**src/hsd_pkg.sv**
```systemverilog
// types and constants shared by the huffman stream decoder modules
// no dependencies
package hsd_pkg;
   localparam int MAX_SYMBOLS_DEF = 256;
   localparam int COUNT_BITS_DEF  = 32;
   localparam int NODE_DEPTH      = 512;
   localparam int NODE_AW         = 9;
   localparam int NODE_W          = 19;
   localparam int LEAF_BIT        = 18;
   localparam int STACK_DEPTH     = 256;
   localparam int STACK_AW        = 8;
   localparam int HDR_W           = 6;

   typedef enum logic [2:0] {
      PH_MARK, PH_COUNT, PH_LEAVES, PH_TREE, PH_WALK, PH_DONE, PH_BAD
   } phase_type;

   typedef enum logic [2:0] {
      ST_IDLE, ST_BIT, ST_JOIN_WAIT, ST_WALK_WAIT, ST_FLUSH
   } state_type;

   typedef enum logic [2:0] {
      CMD_NONE, CMD_LOAD, CMD_STEP, CMD_JOIN_RD, CMD_JOIN_DO, CMD_WALK_RD,
      CMD_WALK_DO, CMD_FLUSH
   } cmd_type;

   typedef enum logic [1:0] {
      K_SIMPLE, K_JOIN, K_WALK
   } kind_type;

   typedef struct packed {
      logic     bits_done;
      kind_type kind;
      logic     can_emit;
      logic     pend_valid;
      logic     out_free;
   } dp_status_type;
endpackage

```
**src/hsd_ctrl.sv**
```systemverilog
// sequencer for the huffman stream decoder: walks the bits of each request
// depends on hsd_pkg
module hsd_ctrl
   import hsd_pkg::*;
(
   input  logic          clock,
   input  logic          reset,
   input  logic          req_valid,
   output logic          req_ready,
   input  dp_status_type status,
   output cmd_type       cmd
);
   state_type state_ff, state_in;

   always_ff @(posedge clock) begin
      if (reset) begin
         state_ff <= ST_IDLE;
      end else begin
         state_ff <= state_in;
      end
   end

   always_comb begin
      state_in  = state_ff;
      cmd       = CMD_NONE;
      req_ready = 1'b0;
      unique case (state_ff)
         ST_IDLE: begin
            req_ready = 1'b1;
            if (req_valid) begin
               cmd      = CMD_LOAD;
               state_in = ST_BIT;
            end
         end
         ST_BIT: begin
            if (status.bits_done) begin
               state_in = ST_FLUSH;
            end else begin
               unique case (status.kind)
                  K_JOIN: begin
                     cmd      = CMD_JOIN_RD;
                     state_in = ST_JOIN_WAIT;
                  end
                  K_WALK: begin
                     cmd      = CMD_WALK_RD;
                     state_in = ST_WALK_WAIT;
                  end
                  default: begin
                     if (status.can_emit) begin
                        cmd = CMD_STEP;
                     end
                  end
               endcase
            end
         end
         ST_JOIN_WAIT: begin
            if (status.can_emit) begin
               cmd      = CMD_JOIN_DO;
               state_in = ST_BIT;
            end
         end
         ST_WALK_WAIT: begin
            if (status.can_emit) begin
               cmd      = CMD_WALK_DO;
               state_in = ST_BIT;
            end
         end
         ST_FLUSH: begin
            if (!status.pend_valid) begin
               state_in = ST_IDLE;
            end else if (status.out_free) begin
               cmd      = CMD_FLUSH;
               state_in = ST_IDLE;
            end
         end
         default: state_in = ST_IDLE;
      endcase
   end
endmodule

```
**config.mk**
```make
export PLATFORM = sky130hd
export DESIGN_NAME = hsd_ctrl
export DESIGN_NICKNAME = d
export VERILOG_FILES = /design/src/hsd_pkg.sv /design/src/hsd_ctrl.sv
export SDC_FILE = /design/constraint.sdc
export NUM_CORES = 1
export LEC_CHECK = 0
export ABC_AREA = 1
export BUFFER_PORTS_ARGS = -buffer_cell sky130_fd_sc_hd__buf_2
export CORE_MARGIN = 8
export CORE_UTILIZATION = 25
export DETAILED_ROUTE_END_ITERATION = 16
export PLACE_DENSITY = 0.53
export SLEW_MARGIN = 15
export SYNTH_ARGS = -nofsm -noshare
export SYNTH_HDL_FRONTEND = slang
export SYNTH_SLANG_ARGS = --single-unit
```
**constraint.sdc**
```tcl
create_clock -name clock -period 1.52 [get_ports clock]
set_input_delay 0.228 -clock clock [delete_from_list [all_inputs] [get_ports clock]]
set_output_delay 0.228 -clock clock [all_outputs]
set_load 0.05 [all_outputs]
```
==> key figures <==
Timing
  – Post-Route Hold Slack: ~0.15 ns
  – # setup viols final: 0
  – RSZ-0062 raised after global routing: yes
  – Period Utilization, post-route: between 90% and 100%
  – Clk_skew: 0.00528 ns
  – Crit path time final: around 1.5 ns
  – Slew Limit Fails: 0
  – Slew headroom: approximately 83%
  – Count of final hold-check violations: 0
  – Max Fclk: around 660 MHz
  – Worst-Margin Slew: about 0.25 ns

Min path
  – WHS Path Cells: 2
  – HP Class: input pin to flip-flop
  – Hold Startpoint: reset
  – Worst Hold End: state_ff[2]$_SDFFE_PP0P_

Global routing
  – Initial antenna violation count: 0
  – First-pass GRT wire length: 1470 um
  – Gr usage total: roughly 6.8%
  – Largest net degree at the start of global routing: 8
  – Total congestion overflow: 0
  – Number of global-route vias before repair: 386

Critical path
  – Worst-path fanout max: 6
  – Worst EP required: 1.29 ns
  – Reg2Reg Depth: 7
  – Reg2reg setup slack: a little under 0.4 ns
  – FF-to-FF Start: state_ff[1]$_SDFFE_PP0P_
  – Critical Path AT: 1.29 ns
  – CP Launch Type: flip-flop
  – Crit path capture type: primary output
  – Worst setup path class: flip-flop to primary output
  – Reg-to-Reg End: state_ff[0]$_SDFFE_PP0P_

Logic synthesis
  – Post-Synth XOR/XNOR Area: 0%
  – Largest family of logic cells by synthesized area: simple AND/OR/NAND/NOR gates
  – Dominant cell type by area after synthesis: dfxtp_1
  – #FFs+latches synth: 3
  – Synth Area in Simple Gates: 52.2%
  – Synth warn: 0
  – Post-synthesis area per instance: 5.68 sq um
  – Mapped Nets: 70
  – Synth Area in Compound Gates: between 8 and 9%
  – Synth Area in Adders: ~7.5%
  – Cells after Synth: between 50 and 60
  – Yosys top cell area share: roughly 18%
  – Synth unique cells: 14
  – Synth area leaders: dfxtp_1, nor2_1, inv_1
  – Mux cell area share after synthesis: 0%
  – Seq/Total Area, Yosys: 17.9%
  – Synthesized area: 335 sq um

Floorplan
  – Die Ht: 52.6 um
  – Core Area: ~1300 sq um
  – Rows: 13
  – Initial Utilization: approximately a quarter
  – IO Count: 13
  – Die area: around 2800 sq um
  – Die X: approximately 53 um

Finish
  – Largest register FFs: 3
  – Syn-to-layout area delta: 61.6%
  – Register area: between 70 and 80 sq um
  – Area of the multi-input gates: 251 sq um
  – Layout cells sized above 1: 41.5%
  – Final Util: between 40 and 50%
  – Nets: 94
  – Fillers: roughly 140
  – Most flops, register: state_ff
  – Ant diodes: 0
  – Largest registers: state_ff x3

Power and ir drop
  – Pleak: between 0.2 and 0.3 nW
  – Peak VDD IR: approximately 570 uV
  – Power density cells: 1580 nW/um^2
  – Pwr Total: 0.855 mW

Placed design
  – Port Buf Inserts: 12
  – Final GP Congestion: around 0.74
  – DP HPWL: about 730 um

Flow run
  – Max Cap Viol: 0

Clock tree
  – Clock Path Buffers: 2
  – Later-pin clock latency in the skew report: 0.24 ns
  – Total CTS buffers: 3
  – Number of hold buffers added after cts: 0
  – Clock-pin slew on the worst setup and hold paths: around 0.040 ns
  – Root Buffer: clkbuf_4
  – CTS Sinks: 3
  – TritonCTS clock tree: yes
  – Max H-tree Level: 1

Route
  – DRC: 0
  – Vias post-DR: 443
  – Vias/cell: between 4 and 5
  – Initial DRC count: 6
  – Routed WL: 962 um
  – WL/cell: just under 10 um
  – Antenna Violating Nets Remaining: 0
  – Pre-Repair DR Iteration Count: 4

Outcome
  – Status: finished, final reports clean
-- cells in the mapped netlist --
master    instances
nor2_1           12
inv_1            11
nand2_1           9
nand3_1           6
nor2_2            4
dfxtp_1           3
nand4_1           3
o21ai_0           3
ha_1              2
o211ai_1          2
inv_2             1
nand3_2           1
nand3b_1          1
nor3_1            1
-- where the power goes --
part	switching, mW	internal, mW
sequential	0.0652	0.114
combinational	0.312	0.222
clock	0.0429	0.0985
total	0.420	0.435
-- final cells by class --
| type | count | area share [%] |
|---|---|---|
| Clock buffer | 4 | 4.85 |
| Multi-Input combinational cell | 44 | 46.4 |
| Inverter | 12 | 9.24 |
| Sequential cell | 3 | 13.2 |
| Tap cell | 15 | 3.46 |
| Timing Repair Buffer | 19 | 22.9 |
-- per-layer routing --
metal  global-route usage [%]  vias up  wire [um]
met2                     11.7       11        480
met5                        0        -          0
met4                     3.88        0         26
li1                         -      234          -
met1                     7.30      194        412
met3                     1.70        4         42
-- worst max-delay path, stage by stage (launching register included) --
cell	delay (ns)
dfxtp_4	0.38
inv_4	0.07
nand4_1	0.14
o211ai_1	0.23
buf_4	0.23
-- stage by stage --
stage	TNS (ns)	instances	cell area (sq um)	setup WS (ns)
floorplan	-0.206	59	355	-0.120
global placement	0	86	434	0.0773
detailed placement	0	86	434	0.0518
CTS	0	90	478	0.000115
global route	-0.103	97	542	-0.0554
finish	0	97	542	0.00699
-- placed cells by master (no fill, tap or decap), drive strengths merged --
| cell | n |
|---|---|
| buf | 19 |
| clkbuf | 4 |
| dfxtp | 3 |
| ha | 2 |
| inv | 12 |
| nand2 | 9 |
| nand3 | 7 |
| nand3b | 1 |
| nand4 | 3 |
| nor2 | 16 |
| nor3 | 1 |
| o211ai | 2 |
| o21ai | 3 |
-- worst max-delay path by stage --
stage | from | to | slack [ns]
detailed placement | status[3] | cmd[1] | 0.05
finish | state_ff[1]$_SDFFE_PP0P_ | cmd[0] | 0.007
CTS | state_ff[1]$_SDFFE_PP0P_ | cmd[2] | 0.0001
global route | state_ff[1]$_SDFFE_PP0P_ | cmd[0] | -0.06
floorplan | state_ff[0]$_SDFFE_PP0P_ | cmd[0] | -0.12
global placement | status[3] | cmd[1] | 0.08
-- timing repair --
action,4_1_cts,5_1_grt
gates resized for setup,6,3
gates cloned,0,0
setup endpoints to repair,3,3
pin swaps,3,6
setup buffers,0,7
-- logic make-up (layout without fill, tap and decap cells) --
kind of cell,Yosys count,count (layout)
AND/OR/NAND/NOR,37,37
AO/OA/AOI/OAI,5,5
flip-flops,3,3
adder cells (fa/ha/maj),2,2
buffers and inverters,12,35
Power figures use the tool's default switching activity.
